<file path="config.mk">
export PLATFORM = sky130hd
export DESIGN_NAME = lzss_token_serializer_top
export DESIGN_NICKNAME = d
export VERILOG_FILES = /design/src/sv/lts_pkg.sv /design/src/sv/lzss_token_serializer_top.sv /design/src/sv/lts_fifo.sv /design/src/sv/lts_front.sv /design/src/sv/lts_back.sv
export VERILOG_INCLUDE_DIRS = /design/src /design/src/sv
export SDC_FILE = /design/constraint.sdc
export NUM_CORES = 1
export LEC_CHECK = 0
export BUFFER_PORTS_ARGS = -buffer_cell sky130_fd_sc_hd__buf_2
export CAP_MARGIN = 20
export CORE_AREA = 2 2 284 286
export DETAILED_ROUTE_END_ITERATION = 8
export DIE_AREA = 0 0 286 288
export PLACE_DENSITY = 0.42
export SYNTH_ARGS = -nofsm -noshare
export SYNTH_HDL_FRONTEND = slang
export SYNTH_SLANG_ARGS = --single-unit
</file>
<file path="constraint.sdc">
create_clock -name clk -period 19.4 [get_ports clk]
set_clock_uncertainty 0.2 [all_clocks]
set_input_delay 3.88 -clock clk [delete_from_list [all_inputs] [get_ports clk]]
set_output_delay 3.88 -clock clk [all_outputs]
set_load 0.05 [all_outputs]
</file>
<file path="src/sv/assert_macros.svh">
// assertion helpers shared by the serializer modules
`ifndef ASSERT_MACROS_SVH
`define ASSERT_MACROS_SVH

// property must hold at every clock edge outside reset
`define LTS_ASSERT(lbl, clk, rst_n, prop, msg) \
  lbl: assert property (@(posedge clk) disable iff (!rst_n) prop) else $error(msg);

// condition must never be seen at a clock edge outside reset
`define LTS_ASSERT_NEVER(lbl, clk, rst_n, cond, msg) \
  lbl: assert property (@(posedge clk) disable iff (!rst_n) !(cond)) else $error(msg);

`endif

</file>
<file path="src/sv/lts_pkg.sv">
package lts_pkg;

  // token kinds carried on in_tuser
  typedef enum logic [1:0] {
    OP_LITERAL = 2'd0,
    OP_MATCH   = 2'd1,
    OP_END     = 2'd2
  } opcode_t;

  // configuration register indexes
  localparam int CFG_INDEX_W = 1;
  localparam logic [CFG_INDEX_W-1:0] CFG_MAX_CHUNK_LENGTH = 1'd0;
  localparam logic [CFG_INDEX_W-1:0] CFG_BASE_ADDRESS     = 1'd1;
  localparam int CFG_DATA_W = 16;

  localparam int OUT_ADDR_W  = 16;
  localparam int MAX_WRITES  = 5;
  localparam int WCNT_W      = $clog2(MAX_WRITES + 1);
  localparam int QUEUE_DEPTH = 2;

  // one byte write
  typedef struct packed {
    logic                  we;
    logic [7:0]            data;
    logic [OUT_ADDR_W-1:0] addr;
  } wr_t;

  // all writes caused by one token, slot 0 goes out first
  typedef struct packed {
    logic [WCNT_W-1:0]           count;
    wr_t [MAX_WRITES-1:0]        wr;
  } cmd_t;

endpackage

</file>
<file path="src/sv/lzss_token_serializer_top.sv">
// lzss token serializer: turns literal, match and end tokens into byte writes for a
// byte-addressed memory, with a flag byte reserved ahead of every FLAG_BITS chunks
// and matches, literal chunks behind a patched length byte and matches as distance
// low, distance high, length. the front stage takes one token per cycle and works
// out all of its writes at once; a two-entry command queue sits between it and the
// back stage, which puts out one write per cycle while out_tready is high. a token
// makes one write for a literal inside a chunk or an end marker, two or three for a
// literal that opens or closes a chunk, four or five for a match. the output port's
// one write per cycle sets the sustained rate; the input stalls only when the queue
// is full. a command is registered in the queue, then in the back stage.
// configuration must be written while nothing is in flight; this is not enforced.
module lzss_token_serializer_top #(
  parameter int FLAG_BITS     = 8,   // chunks and matches described by one flag byte, 1 to 8
  parameter int ADDRESS_WIDTH = 16   // width of the internal address arithmetic
) (
  input  logic        clk,
  input  logic        rst_n,

  // token input
  input  logic        in_tvalid,
  output logic        in_tready,
  input  logic [31:0] in_tdata,    // literal_byte [7:0], match_distance [23:8],
                                   // match_length [31:24]
  input  logic [1:0]  in_tuser,    // opcode [1:0]

  // byte write output
  output logic        out_tvalid,
  input  logic        out_tready,
  output logic [23:0] out_tdata,   // write_address [15:0], write_data [23:16]
  output logic        out_tuser,   // write_enable [0]
  output logic        out_tlast,   // final write of a token

  // register writes
  input  logic                                cfg_valid,
  output logic                                cfg_ready,
  input  logic [lts_pkg::CFG_INDEX_W-1:0]     cfg_index,
  input  logic [lts_pkg::CFG_DATA_W-1:0]      cfg_data
);
  import lts_pkg::*;

  logic [7:0]            max_chunk_length_r;
  logic [OUT_ADDR_W-1:0] base_address_r;

  logic                  in_fire;
  logic                  q_full;
  logic                  q_push;
  cmd_t                  q_push_cmd;
  logic                  q_pop;
  logic                  q_valid;
  cmd_t                  q_cmd;
  logic [OUT_ADDR_W-1:0] wr_addr;
  logic [7:0]            wr_data;

  // registers are always ready to take a transfer
  assign cfg_ready = 1'b1;

  always_ff @(posedge clk) begin
    if (!rst_n) begin
      max_chunk_length_r <= 8'd255;
      base_address_r     <= '0;
    end else if (cfg_valid && cfg_ready) begin
      case (cfg_index)
        CFG_MAX_CHUNK_LENGTH: max_chunk_length_r <= cfg_data[7:0];
        CFG_BASE_ADDRESS:     base_address_r     <= cfg_data[OUT_ADDR_W-1:0];
        default:              max_chunk_length_r <= max_chunk_length_r;
      endcase
    end
  end

  // input is ready whenever the queue has room
  assign in_tready = !q_full;
  assign in_fire   = in_tvalid && in_tready;

  lts_front #(
    .FLAG_BITS     (FLAG_BITS),
    .ADDRESS_WIDTH (ADDRESS_WIDTH)
  ) u_front (
    .clk                (clk),
    .rst_n              (rst_n),
    .accept_i           (in_fire),
    .opcode_i           (in_tuser),
    .literal_byte_i     (in_tdata[7:0]),
    .match_distance_i   (in_tdata[23:8]),
    .match_length_i     (in_tdata[31:24]),
    .max_chunk_length_i (max_chunk_length_r),
    .base_address_i     (base_address_r),
    .push_o             (q_push),
    .cmd_o              (q_push_cmd)
  );

  lts_fifo u_queue (
    .clk        (clk),
    .rst_n      (rst_n),
    .push_i     (q_push),
    .push_cmd_i (q_push_cmd),
    .full_o     (q_full),
    .pop_i      (q_pop),
    .valid_o    (q_valid),
    .pop_cmd_o  (q_cmd)
  );

  lts_back u_back (
    .clk             (clk),
    .rst_n           (rst_n),
    .q_valid_i       (q_valid),
    .q_cmd_i         (q_cmd),
    .q_pop_o         (q_pop),
    .out_valid_o     (out_tvalid),
    .out_ready_i     (out_tready),
    .write_address_o (wr_addr),
    .write_data_o    (wr_data),
    .write_enable_o  (out_tuser),
    .last_o          (out_tlast)
  );

  assign out_tdata = {wr_data, wr_addr};

endmodule

</file>
<file path="src/sv/lts_fifo.sv">
`include "assert_macros.svh"

module lts_fifo (
  input  logic          clk,
  input  logic          rst_n,
  input  logic          push_i,
  input  lts_pkg::cmd_t push_cmd_i,
  output logic          full_o,
  input  logic          pop_i,
  output logic          valid_o,
  output lts_pkg::cmd_t pop_cmd_o
);
  import lts_pkg::*;

  localparam int PTR_W = (QUEUE_DEPTH > 1) ? $clog2(QUEUE_DEPTH) : 1;
  localparam int CNT_W = $clog2(QUEUE_DEPTH + 1);

  cmd_t             mem_r [QUEUE_DEPTH];
  logic [PTR_W-1:0] wptr_r, wptr_nxt;
  logic [PTR_W-1:0] rptr_r, rptr_nxt;
  logic [CNT_W-1:0] count_r, count_nxt;

  assign full_o    = (count_r == CNT_W'(QUEUE_DEPTH));
  assign valid_o   = (count_r != '0);
  assign pop_cmd_o = mem_r[rptr_r];

  always_comb begin
    wptr_nxt  = wptr_r;
    rptr_nxt  = rptr_r;
    count_nxt = count_r;
    if (push_i) begin
      wptr_nxt = (wptr_r == PTR_W'(QUEUE_DEPTH - 1)) ? '0 : wptr_r + PTR_W'(1);
    end
    if (pop_i) begin
      rptr_nxt = (rptr_r == PTR_W'(QUEUE_DEPTH - 1)) ? '0 : rptr_r + PTR_W'(1);
    end
    if (push_i && !pop_i) begin
      count_nxt = count_r + CNT_W'(1);
    end else if (pop_i && !push_i) begin
      count_nxt = count_r - CNT_W'(1);
    end
  end

  always_ff @(posedge clk) begin
    if (!rst_n) begin
      wptr_r  <= '0;
      rptr_r  <= '0;
      count_r <= '0;
    end else begin
      wptr_r  <= wptr_nxt;
      rptr_r  <= rptr_nxt;
      count_r <= count_nxt;
    end
  end

  always_ff @(posedge clk) begin
    if (push_i) begin
      mem_r[wptr_r] <= push_cmd_i;
    end
  end

  `LTS_ASSERT_NEVER(a_no_overflow, clk, rst_n, push_i && full_o, "push into full queue")
  `LTS_ASSERT_NEVER(a_no_underflow, clk, rst_n, pop_i && !valid_o, "pop from empty queue")

endmodule

</file>
<file path="src/sv/lts_front.sv">
module lts_front #(
  parameter int FLAG_BITS     = 8,
  parameter int ADDRESS_WIDTH = 16
) (
  input  logic                              clk,
  input  logic                              rst_n,
  input  logic                              accept_i,
  input  logic [1:0]                        opcode_i,
  input  logic [7:0]                        literal_byte_i,
  input  logic [15:0]                       match_distance_i,
  input  logic [7:0]                        match_length_i,
  input  logic [7:0]                        max_chunk_length_i,
  input  logic [lts_pkg::OUT_ADDR_W-1:0]    base_address_i,
  output logic                              push_o,
  output lts_pkg::cmd_t                     cmd_o
);
  import lts_pkg::*;

  localparam int AW    = ADDRESS_WIDTH;
  localparam int FBP_W = $clog2(FLAG_BITS + 1);

  logic [AW-1:0]    write_offset_r, write_offset_nxt;
  logic [AW-1:0]    flag_address_r, flag_address_nxt;
  logic [7:0]       flag_value_r, flag_value_nxt;
  logic [FBP_W-1:0] flag_bit_pos_r, flag_bit_pos_nxt;
  logic             chunk_open_r, chunk_open_nxt;
  logic [7:0]       chunk_count_r, chunk_count_nxt;
  logic [AW-1:0]    chunk_len_addr_r, chunk_len_addr_nxt;

  logic [AW-1:0] base_ext;
  logic [AW-1:0] addr_k [4];
  logic          need_flag;
  logic [7:0]    max_len;
  logic [7:0]    count_inc;
  logic [7:0]    flag_set;
  logic [2:0]    slot;
  logic [1:0]    aidx;
  opcode_t       opcode;

  function automatic logic [OUT_ADDR_W-1:0] to_out(input logic [AW-1:0] a);
    logic [31:0] w;
    w = 32'(a);
    return w[OUT_ADDR_W-1:0];
  endfunction

  function automatic wr_t mk(input logic [AW-1:0] a, input logic [7:0] d);
    wr_t w;
    w.we   = 1'b1;
    w.data = d;
    w.addr = to_out(a);
    return w;
  endfunction

  assign base_ext  = AW'(base_address_i);
  assign opcode    = opcode_t'(opcode_i);
  assign need_flag = (flag_bit_pos_r >= FBP_W'(FLAG_BITS));
  assign max_len   = (max_chunk_length_i == 8'd0) ? 8'd1 : max_chunk_length_i;
  assign count_inc = chunk_count_r + 8'd1;
  assign flag_set  = need_flag ? 8'd1 : (flag_value_r | (8'd1 << flag_bit_pos_r));

  // addresses of the next four bytes of the stream
  always_comb begin
    for (int k = 0; k < 4; k++) begin
      addr_k[k] = base_ext + write_offset_r + AW'(k);
    end
  end

  always_comb begin
    write_offset_nxt   = write_offset_r;
    flag_address_nxt   = flag_address_r;
    flag_value_nxt     = flag_value_r;
    flag_bit_pos_nxt   = flag_bit_pos_r;
    chunk_open_nxt     = chunk_open_r;
    chunk_count_nxt    = chunk_count_r;
    chunk_len_addr_nxt = chunk_len_addr_r;
    cmd_o  = '0;
    push_o = 1'b0;
    slot   = '0;
    aidx   = '0;
    if (accept_i) begin
      case (opcode)
        OP_LITERAL: begin
          push_o = 1'b1;
          if (!chunk_open_r) begin
            if (need_flag) begin
              // fresh flag byte, literal bit is zero so no rewrite later
              cmd_o.wr[0]      = mk(addr_k[0], 8'd0);
              flag_address_nxt = addr_k[0];
              flag_value_nxt   = 8'd0;
              flag_bit_pos_nxt = FBP_W'(1);
              slot = 3'd1;
              aidx = 2'd1;
            end else begin
              flag_bit_pos_nxt = flag_bit_pos_r + FBP_W'(1);
            end
            cmd_o.wr[slot]          = mk(addr_k[aidx], 8'd1);
            cmd_o.wr[slot + 3'd1]   = mk(addr_k[aidx + 2'd1], literal_byte_i);
            cmd_o.count             = WCNT_W'(slot + 3'd2);
            chunk_len_addr_nxt      = addr_k[aidx];
            write_offset_nxt        = write_offset_r + AW'(aidx + 2'd2);
            chunk_count_nxt         = 8'd1;
            chunk_open_nxt          = (8'd1 < max_len);
          end else begin
            cmd_o.wr[0]      = mk(addr_k[0], literal_byte_i);
            cmd_o.count      = WCNT_W'(1);
            write_offset_nxt = write_offset_r + AW'(1);
            chunk_count_nxt  = count_inc;
            if (count_inc >= max_len) begin
              // chunk full: patch its length byte
              cmd_o.wr[1]    = mk(chunk_len_addr_r, count_inc);
              cmd_o.count    = WCNT_W'(2);
              chunk_open_nxt = 1'b0;
            end
          end
        end
        OP_MATCH: begin
          push_o = 1'b1;
          if (chunk_open_r) begin
            cmd_o.wr[0]    = mk(chunk_len_addr_r, chunk_count_r);
            chunk_open_nxt = 1'b0;
            slot = 3'd1;
          end
          if (need_flag) begin
            cmd_o.wr[slot]   = mk(addr_k[0], flag_set);
            flag_address_nxt = addr_k[0];
            flag_bit_pos_nxt = FBP_W'(1);
            aidx = 2'd1;
          end else begin
            cmd_o.wr[slot]   = mk(flag_address_r, flag_set);
            flag_bit_pos_nxt = flag_bit_pos_r + FBP_W'(1);
          end
          flag_value_nxt = flag_set;
          cmd_o.wr[slot + 3'd1] = mk(addr_k[aidx], match_distance_i[7:0]);
          cmd_o.wr[slot + 3'd2] = mk(addr_k[aidx + 2'd1], match_distance_i[15:8]);
          cmd_o.wr[slot + 3'd3] = mk(addr_k[aidx + 2'd2], match_length_i);
          cmd_o.count           = WCNT_W'(slot + 3'd4);
          write_offset_nxt      = write_offset_r + AW'(aidx + 2'd3);
        end
        OP_END: begin
          push_o      = 1'b1;
          cmd_o.count = WCNT_W'(1);
          if (chunk_open_r) begin
            cmd_o.wr[0] = mk(chunk_len_addr_r, chunk_count_r);
          end
          // stream state back to its reset values
          write_offset_nxt   = '0;
          flag_address_nxt   = '0;
          flag_value_nxt     = 8'd0;
          flag_bit_pos_nxt   = FBP_W'(FLAG_BITS);
          chunk_open_nxt     = 1'b0;
          chunk_count_nxt    = 8'd0;
          chunk_len_addr_nxt = '0;
        end
        default: begin
          // unused opcode: dropped without effect
          push_o = 1'b0;
        end
      endcase
    end
  end

  always_ff @(posedge clk) begin
    if (!rst_n) begin
      write_offset_r   <= '0;
      flag_address_r   <= '0;
      flag_value_r     <= 8'd0;
      flag_bit_pos_r   <= FBP_W'(FLAG_BITS);
      chunk_open_r     <= 1'b0;
      chunk_count_r    <= 8'd0;
      chunk_len_addr_r <= '0;
    end else begin
      write_offset_r   <= write_offset_nxt;
      flag_address_r   <= flag_address_nxt;
      flag_value_r     <= flag_value_nxt;
      flag_bit_pos_r   <= flag_bit_pos_nxt;
      chunk_open_r     <= chunk_open_nxt;
      chunk_count_r    <= chunk_count_nxt;
      chunk_len_addr_r <= chunk_len_addr_nxt;
    end
  end

endmodule

</file>
<file path="src/sv/lts_back.sv">
`include "assert_macros.svh"

module lts_back (
  input  logic                           clk,
  input  logic                           rst_n,
  input  logic                           q_valid_i,
  input  lts_pkg::cmd_t                  q_cmd_i,
  output logic                           q_pop_o,
  output logic                           out_valid_o,
  input  logic                           out_ready_i,
  output logic [lts_pkg::OUT_ADDR_W-1:0] write_address_o,
  output logic [7:0]                     write_data_o,
  output logic                           write_enable_o,
  output logic                           last_o
);
  import lts_pkg::*;

  cmd_t              cur_r;
  logic              cur_valid_r, cur_valid_nxt;
  logic [2:0]        idx_r, idx_nxt;
  logic              out_fire;
  logic              is_last;
  logic              load;
  wr_t               cur_wr;

  assign cur_wr   = cur_r.wr[idx_r];
  assign out_fire = cur_valid_r && out_ready_i;
  assign is_last  = (idx_r == 3'(cur_r.count - WCNT_W'(1)));
  assign load     = !cur_valid_r || (out_fire && is_last);
  assign q_pop_o  = load && q_valid_i;

  assign out_valid_o     = cur_valid_r;
  assign write_address_o = cur_wr.addr;
  assign write_data_o    = cur_wr.data;
  assign write_enable_o  = cur_wr.we;
  assign last_o          = is_last;

  always_comb begin
    cur_valid_nxt = cur_valid_r;
    idx_nxt       = idx_r;
    if (load) begin
      cur_valid_nxt = q_valid_i;
      idx_nxt       = 3'd0;
    end else if (out_fire) begin
      idx_nxt = idx_r + 3'd1;
    end
  end

  always_ff @(posedge clk) begin
    if (!rst_n) begin
      cur_valid_r <= 1'b0;
      idx_r       <= 3'd0;
    end else begin
      cur_valid_r <= cur_valid_nxt;
      idx_r       <= idx_nxt;
    end
  end

  always_ff @(posedge clk) begin
    if (q_pop_o) begin
      cur_r <= q_cmd_i;
    end
  end

  `LTS_ASSERT(a_count_range, clk, rst_n, cur_valid_r |-> (cur_r.count != '0 && cur_r.count <= WCNT_W'(MAX_WRITES)), "command write count out of range")
  `LTS_ASSERT(a_mid_cmd_step, clk, rst_n, (out_fire && !is_last) |=> (cur_valid_r && idx_r == $past(idx_r) + 3'd1), "command dropped before its last write")

endmodule

</file>
==> results of run 1 <==
==> power by group <==
group	internal, mW	total [mW]	leakage (nW)	switching, mW
clock network	0.604	1.04	0.877	0.437
logic	0.241	0.720	3.76	0.479
registers	1.36	1.43	4.45	0.0724
total	2.20	3.19	9.09	0.989
==> worst min-delay path by stage <==
| stage | from | endpoint | slack [ns] | cells past startpoint |
|---|---|---|---|---|
| 4_1_cts | u_front.flag_value_r[3]$_SDFFE_PN0P_ | u_front.flag_value_r[3]$_SDFFE_PN0P_ | 0.27 | 2 |
| 5_1_grt | base_address_r[13]$_SDFFE_PN0P_ | base_address_r[13]$_SDFFE_PN0P_ | 0.30 | 2 |
| 3_5_place_dp | u_front.flag_value_r[3]$_SDFFE_PN0P_ | u_front.flag_value_r[3]$_SDFFE_PN0P_ | 0.26 | 2 |
| 6_report | u_front.flag_value_r[3]$_SDFFE_PN0P_ | u_front.flag_value_r[3]$_SDFFE_PN0P_ | 0.26 | 2 |
| 3_3_place_gp | u_front.flag_value_r[4]$_SDFFE_PN0P_ | u_front.flag_value_r[4]$_SDFFE_PN0P_ | 0.25 | 2 |
| 2_1_floorplan | u_front.flag_value_r[1]$_SDFFE_PN0P_ | u_front.flag_value_r[1]$_SDFFE_PN0P_ | 0.24 | 2 |
==> Yosys cell counts, types with 16 or more instances <==
cell type | number | area share, %
clkbuf_1 | 108 | 1.7
nand2_1 | 173 | 2.8
edfxtp_1 | 381 | 49
ha_1 | 46 | 2.4
mux4_2 | 25 | 2.4
a21oi_1 | 99 | 2.1
a21boi_0 | 23 | 0.73
nand3_1 | 27 | 0.57
nor4_1 | 18 | 0.48
inv_1 | 59 | 0.94
nor2b_1 | 49 | 1.3
and2_1 | 17 | 0.45
o22ai_1 | 19 | 0.51
nor3_1 | 26 | 0.55
xnor2_1 | 66 | 2.5
and3_1 | 25 | 0.66
o21ai_0 | 99 | 2.1
or3_1 | 18 | 0.48
o211ai_1 | 18 | 0.57
nor2_1 | 173 | 2.8
mux2i_1 | 23 | 0.98
a22oi_1 | 41 | 1.3
mux2_2 | 127 | 6.1
a222oi_1 | 16 | 0.68
xor2_1 | 21 | 0.78
dfxtp_1 | 101 | 8.6
==> through the flow <==
step / std cells / utilization, % / hold WS (ns)
after floorplan: 2006 / - / 0.237
after global placement: 3062 / 31.5 / 0.249
after detailed placement: 3063 / 31.6 / 0.258
after CTS: 3165 / 33.9 / 0.272
after global routing: 3165 / 33.9 / 0.298
final: 3166 / 33.9 / 0.263
==> placed cells by master (no fill, tap or decap), types with 16 or more instances in the layout <==
cell and instances:
a21boi_0 23, a21oi_1 99, a222oi_1 16, a22oi_1 41, and2_1 17, and3_1 24
buf_2 83, buf_4 44, clkbuf_16 55, clkinv_1 18, dfxtp_1 97, edfxtp_1 381
ha_1 46, inv_1 59, mux2_2 127, mux2i_1 23, mux4_2 25, nand2_1 172
nand3_1 27, nor2_1 170, nor2b_1 49, nor3_1 25, nor4_1 18, o211ai_1 18
o21ai_0 99, o22ai_1 19, or3_1 18, xnor2_1 66, xor2_1 21
==> per-layer routing <==
layer | wire, µm | vias to the layer above | track usage (%) | share of wire (%)
met3 | 4140 | 118 | 3.09 | 5.7
met5 | 13 | - | 0 | 0.018
met4 | 2130 | 2 | 5.34 | 2.9
li1 | - | 7595 | - | -
met1 | 34000 | 8280 | 24.9 | 47
met2 | 32200 | 505 | 27.0 | 44
==> state kept, by name, summed over array words and instances, names as in the netlist, 4 cells and up <==
signal	count
u_front.flag_bit_pos_r	4
u_front.chunk_len_addr_r	16
base_address_r	16
max_chunk_length_r	8
u_back.cur_r	127
u_front.flag_value_r	8
u_queue.mem_r	254
u_front.flag_address_r	16
u_front.write_offset_r	16
u_front.chunk_count_r	8
==> layout make-up <==
cell class	count	area [µm²]	share of cell area [%]
Inverter	64	240	0.891
Antenna cell	1	2.50	0.00928
Sequential cell	482	13500	49.9
Clock inverter	38	415	1.54
Multi-Input combinational cell	1329	9330	34.6
Tap cell	1060	1330	4.92
Clock buffer	64	1410	5.23
Timing Repair Buffer	128	773	2.87
==> worst max-delay path: cells and delay by family, from the launching register on <==
| kind | cells | cell delay (ns) |
|---|---|---|
| multiplexers | 1 | 0.26 |
| flip-flops | 1 | 0.87 |
| buffers and inverters | 3 | 0.86 |
| AO/OA/AOI/OAI | 1 | 0.30 |
==> kinds of logic (layout without fill, tap and decap cells) <==
family | Yosys count | count (layout)
fa+ha+maj | 48 | 48
flops | 482 | 482
mux | 175 | 175
xor+xnor | 87 | 87
buf+inv | 195 | 294
compound gates | 443 | 443
simple gates | 575 | 575
other cells | 1 | 2
==> qor.txt, run 1 <==
==================================================================================================
Outcome                                                                               finished clean
Number of I/O pins                                                                              85
Number of distinct library cells after synthesis                                                85
Mean cell area of the mapped netlist                                                      11.7 µm²
Kind of critical path                                                                   reg -> out
Compound-cell area share of the yosys netlist                                                12.5%
TNS Setup                                                                                     0 ns
Number of antenna violations at the first check in global routing                                2
Min Clock Period, post-route                                                               7.02 ns
Cell count after synthesis                                                                    2006
Share of the synthesized netlist area taken by xor and xnor gates                            3.24%
Worst EP required                                                                         15.32 ns
Slew Limit Fails                                                                                 0
Setup repair after global routing missed its margin                                          false
Final Instance Area                                                                     0.0270 mm²
Depth of the worst register-to-register path                                                    11
Resize count post-CTS                                                                            0
Routed wire length per instance                                                            22.9 µm
Overall power of the completed layout                                                      3.19 mW
Total via count after detailed routing                                                       16500
Worst min-delay path class                                                              reg -> reg
Placer congestion estimate                                                                   0.862
F_max                                                                                      142 MHz
Post-route ant nets                                                                              0
Number of iterations in the first detailed-routing pass                                          7
Die extent in y                                                                             288 µm
Post-synthesis instance area                                                            0.0235 mm²
Kind of capture point of the worst setup path                                         primary output
Clock transition time at the flip-flop clock pins of the worst setup and hold paths        0.06 ns
Buffers from clock root to sink, at most                                                         3
First-iteration detailed-routing DRC count                                                    1309
Arrival time of the worst setup path                                                       2.94 ns
Detailed-route vias per instance                                                              5.21
Largest fanout of any net on the critical path                                                  16
Leftover overflow at the end of global routing                                                   0
Number of clock sinks                                                                          482
Number of max-cap violations                                                                     0
Via count of the first global-routing pass                                                   16200
Proportion of synthesized flip-flops having asynchronous set or reset                           0%
Maximum number of pins on one net before global-route repair                                    72
Fillers                                                                                       8015
Final Worst Setup Slack                                                                   12.38 ns
Largest family of logic cells by synthesized area                                     compound AO/OA/AOI/OAI gates
Initial Util                                                                                 29.5%
Post-synthesis mux area share                                                                9.45%
Start point of the critical path                                                      u_back.idx_r[1]$_SDFFE_PP0P_
Final worst-path cycle share                                                                 36.2%
Startpoint of the worst-slack reg-to-reg timing path                                  u_front.write_offset_r[0]$_SDFFE_PN0P_
Core region area                                                                        0.0796 mm²
DRC violation count after routing                                                                0
Final-report hold violation count                                                                0
Fraction of final layout cells sized beyond drive strength 1                                 18.8%
Count of input and output buffers                                                               83
Top flip-flop cell by instance count after synthesis                                      edfxtp_1
Critical path's largest stage delay                                                        0.87 ns
Crit path to                                                                          out_tdata[9]
Growth of design area from synthesis to finish                                               14.6%
Insertion delay to the later sink of the worst-skew pair                                   0.64 ns
Worst-case headroom to the max-slew limit                                                    19.7%
CTS tree                                                                                      done
# nets final                                                                                  2164
Element type at the critical path start                                                   register
Total power divided by cell area                                                        118 mW/mm²
Synthesized netlist net count                                                                 2110
Detail Placement HPWL                                                                     50300 µm
Minimum setup slack among reg-to-reg paths                                                14.18 ns
Lkg Pwr                                                                                    9.09 nW
Final-report setup violation count                                                               0
Post-Synth Simple-Gate Area                                                                  11.7%
CP max-delay cell                                                                          dfxtp_1
Total cell area at the placement stage                                                  0.0251 mm²
Root cell of the clock tree                                                              clkbuf_16
Cell chain of the critical path                                                       buf_4, mux4_2, inv_1, o21ai_0, buf_2
Number of enable flip-flop cells after synthesis                                               381
Total Routing Usage GR                                                                       17.5%
R2R Path End                                                                          u_queue.mem_r[0][35]$_DFFE_PP_
X dimension of the die                                                                      286 µm
Flip-flop and latch count after synthesis                                                      482
Total routed wirelength                                                                   72400 µm
Transition time of the tightest slew-check pin                                             1.20 ns
Number of hold buffers added after CTS                                                           0
Number of levels the H-tree was split into                                                       2
Number of warnings printed during yosys synthesis                                                0
Total die area                                                                          0.0824 mm²
Setup WS pre-CTS                                                                          12.06 ns
Post-synthesis adder-cell area fraction                                                      2.62%
Global-route wire length before repair                                                   108000 µm
Max rail drop VDD                                                                      0.0000882 V
CTS Buf Count                                                                                   55
Share of synthesized area occupied by flip-flops and latches                                 57.2%
Post-CTS setup buffer count                                                                      0
Site Rows                                                                                      104
==================================================================================================
Note: power is estimated with default switching activity, not from simulation.
==> run 2, diff against run 1 <==
- ABC_AREA: not set -> 1
- CORE_AREA: 2 2 284 286 -> 2 2 283 285
- DIE_AREA: 0 0 286 288 -> 0 0 285 287
- PLACE_DENSITY: 0.42 -> 0.44
- clock period: 19.4 -> 6.2 ns (I/O delays scaled with it)
==> run 2 against run 1 <==
  * Synthesized area shrank 0.22%
  * Sequential cell count is the same
  * Global-route usage grew 1.2 points
  * Non-clock buffer count shrank 13
  * First-iteration DRC count grew 37%
  * Sequential share of layout area grew 0.25 points
  * Critical path depth grew 1
  * Combinational power grew to 3.8 times the previous value
  * Count of clock-buffer cells in the layout shrank 3
  * Wire length grew 7.1%
  * Hold slack gained 0.0020 ns
==> qor.txt, run 2 <==
==================================================================================================
Number of distinct library cells after synthesis                                                51   -40%
Min Clock Period, post-route                                                               4.67 ns
Share of the synthesized netlist area taken by xor and xnor gates                            1.22%   -2.0 points
Fillers                                                                                       8163   +1.8%
Site Rows                                                                                      103   -0.96%
CTS tree                                                                                      done
Total die area                                                                          0.0818 mm²   -0.70%
Startpoint of the worst-slack reg-to-reg timing path                                  base_address_r[0]$_SDFFE_PN0P_
# nets final                                                                                  2777   +28%
Number of enable flip-flop cells after synthesis                                               381   unchanged
Core region area                                                                        0.0786 mm²   -1.3%
F_max                                                                                      214 MHz
Total power divided by cell area                                                        393 mW/mm²   +230%
Buffers from clock root to sink, at most                                                         3   unchanged
Global-route wire length before repair                                                   116000 µm   +7.1%
Min-delay src                                                                         u_front.flag_address_r[9]$_SDFFE_PN0P_
First-iteration detailed-routing DRC count                                                    1789   +37%
Post-Synth Simple-Gate Area                                                                  21.0%   +9.3 points
Detailed-route vias per instance                                                              4.94   -5.1%
Number of max-cap violations                                                                     0   unchanged
Post-synth top area share                                                                    48.7%   +0.11 points
Number of warnings printed during yosys synthesis                                                0   unchanged
Max FFs per register                                                                           254   unchanged
Number of clock sinks                                                                          482   unchanged
TNS Setup                                                                                     0 ns   unchanged
Detail Placement HPWL                                                                     52300 µm   +4.0%
Worst EP required                                                                          4.76 ns   -10.56 ns
Post-synthesis instance area                                                            0.0235 mm²   -0.22%
Start point of the critical path                                                      u_back.idx_r[0]$_SDFFE_PP0P_
Kind of capture point of the worst setup path                                         primary output
Growth of design area from synthesis to finish                                               14.3%
Root cell of the clock tree                                                              clkbuf_16
CTS Buf Count                                                                                   56   +1.8%
Proportion of synthesized flip-flops having asynchronous set or reset                           0%   unchanged
Final-report setup violation count                                                               0   unchanged
Registers with the highest flip-flop counts                                           u_queue.mem_r x254, u_back.cur_r x127
Largest family of logic cells by synthesized area                                     simple AND/OR/NAND/NOR gates
Combined flip-flop and latch cell area                                                  0.0135 mm²   about the same
Transition time of the tightest slew-check pin                                             1.09 ns   -0.107 ns
Post-route ant nets                                                                              0   unchanged
Core utilization of the finished layout                                                      34.1%   +0.26 points
Ranking of synthesized cells by area                                                  edfxtp_1 (49%), nand2_1 (14%), dfxtp_1 (8.6%), a21oi_1 (4.2%), inv_1 (3.5%)
Maximum number of pins on one net before global-route repair                                   120   +67%
Outcome                                                                               finished clean
Cell count after synthesis                                                                    2621   +31%
Most instantiated library cell after synthesis                                             nand2_1
Max rail drop VDD                                                                       0.000300 V   +240%
Post-synthesis mux area share                                                                   0%   -9.5 points
Resize count post-CTS                                                                            0   unchanged
Lkg Pwr                                                                                    10.7 nW   +18%
Global routing met3 resource utilization                                                     3.23%   +0.14 points
Setup repair after global routing missed its margin                                          false
DRC violation count after routing                                                                0   unchanged
Total routed wirelength                                                                   77600 µm   +7.1%
Worst-case headroom to the max-slew limit                                                    27.4%   +7.7 points
Post-synth top area cell                                                                  edfxtp_1
Mean cell area of the mapped netlist                                                      8.96 µm²   -24%
Slew Limit Fails                                                                                 0   unchanged
Number of antenna violations at the first check in global routing                                0   -2
Via count of the first global-routing pass                                                   17900   +10%
Final-report hold violation count                                                                0   unchanged
Largest fanout of any net on the critical path                                                  28   +12
Flip-flop and latch count after synthesis                                                      482   unchanged
Number of iterations in the first detailed-routing pass                                          6   -1
Count of input and output buffers                                                               83   unchanged
Clock transition time at the flip-flop clock pins of the worst setup and hold paths        0.06 ns   about the same
Initial Util                                                                                 29.9%   +0.32 points
Compound-cell area share of the yosys netlist                                                12.1%   -0.44 points
Post-CTS setup buffer count                                                                      0   unchanged
Synthesized netlist net count                                                                 2725   +29%
Worst min-delay path class                                                              reg -> reg
Number of I/O pins                                                                              85   unchanged
Grt met2 use                                                                                 28.4%   +1.4 points
Antenna fix cells                                                                                0   -1
Element type at the critical path start                                                   register
Routed wire length per instance                                                            20.6 µm   -10%
Kind of critical path                                                                   reg -> out
Top flip-flop cell by instance count after synthesis                                      edfxtp_1
Number of hold buffers added after CTS                                                           0   unchanged
Arrival time of the worst setup path                                                       3.23 ns   +0.29 ns
Placer congestion estimate                                                                   0.869   +0.73%
Post-synthesis adder-cell area fraction                                                      2.62%   +0.0057 points
Top library cells by usage in the layout, fill and taps aside                         nand2_1 (854), edfxtp_1 (381), inv_1 (217)
Final worst-path cycle share                                                                 75.3%
Fraction of final layout cells sized beyond drive strength 1                                 9.64%   -9.2 points
Most flops, register                                                                  u_queue.mem_r
GR Util met1                                                                                 27.2%   +2.3 points
Total via count after detailed routing                                                       18600   +13%
Share of synthesized area occupied by flip-flops and latches                                 57.3%   +0.13 points
Die extent in y                                                                             287 µm   -0.35%
Most frequent cells after synthesis                                                   nand2_1 (854), edfxtp_1 (381), inv_1 (217), a21oi_1 (199), nor2_1 (192)
X dimension of the die                                                                      285 µm   -0.35%
Total Routing Usage GR                                                                       18.7%   +1.2 points
Total area of multi-input combinational cells                                          0.00870 mm²   -6.8%
Busiest grt layer                                                                             met2
Leading cell type in the layout, fill and taps excluded                                    nand2_1
Insertion delay to the later sink of the worst-skew pair                                   0.65 ns   about the same
Leftover overflow at the end of global routing                                                   0   unchanged
Number of levels the H-tree was split into                                                       2   unchanged
==================================================================================================
==> run 2: cell type report <==
cell class	count	share of cell area [%]
timing repair buffer	115	2.58
multi-input combinational	1785	32.4
clock buffer	61	5.33
tap	1050	4.90
sequential	482	50.2
inverter	233	3.28
clock inverter	43	1.29
==> run 2: routing by layer <==
metal	routed length [µm]	share of wire (%)
met3	4510	5.8
met4	1910	2.5
met2	33800	44
met5	0	0
met1	37400	48
==> run 2: kinds of logic after synthesis <==
logic type      count (synthesis)
compound gates                487
xor+xnor                       31
fa+ha+maj                      48
buf+inv                       354
flops                         482
other cells                     1
simple gates                 1218
==> run 2: worst max-delay path: stages (launching register included) <==
cell,delay [ns]
dfxtp_2,0.32
clkinv_1,0.71
buf_4,0.55
nand3_1,0.11
buf_4,0.34
o21ai_0,0.25
buf_2,0.28
==> run 2: per-stage QoR <==
stage | cells | power (mW) | cell area (µm²) | hold WS [ns] | setup slack (ns)
after detailed placement | 3665 | 7.49 | 25100 | 0.256 | 1.17
after global routing | 3769 | 11.1 | 26800 | 0.278 | 1.25
after CTS | 3769 | 10.7 | 26800 | 0.266 | 1.41
after global placement | 3665 | 7.46 | 25100 | 0.253 | 1.25
after floorplan | 2621 | 6.49 | 23500 | 0.237 | 0.153
final | 3769 | 10.5 | 26800 | 0.265 | 1.53
==> run 2: worst paths after layout <==
check	end	slack, ns	cells past startpoint
setup / recovery	out_tuser	1.53	6
hold / removal	u_front.flag_address_r[9]$_SDFFE_PN0P_	0.26	2
setup reg to reg	u_queue.mem_r[1][90]$_DFFE_PP_	2.09	16
hold reg to reg	u_front.flag_address_r[9]$_SDFFE_PN0P_	0.26	2
==> run 2: power breakdown <==
part	switching, mW	total [mW]	internal [mW]	leakage, nW
clock	1.39	3.15	1.76	0.869
combinational	2.05	2.70	0.642	5.37
sequential	0.257	4.69	4.43	4.46
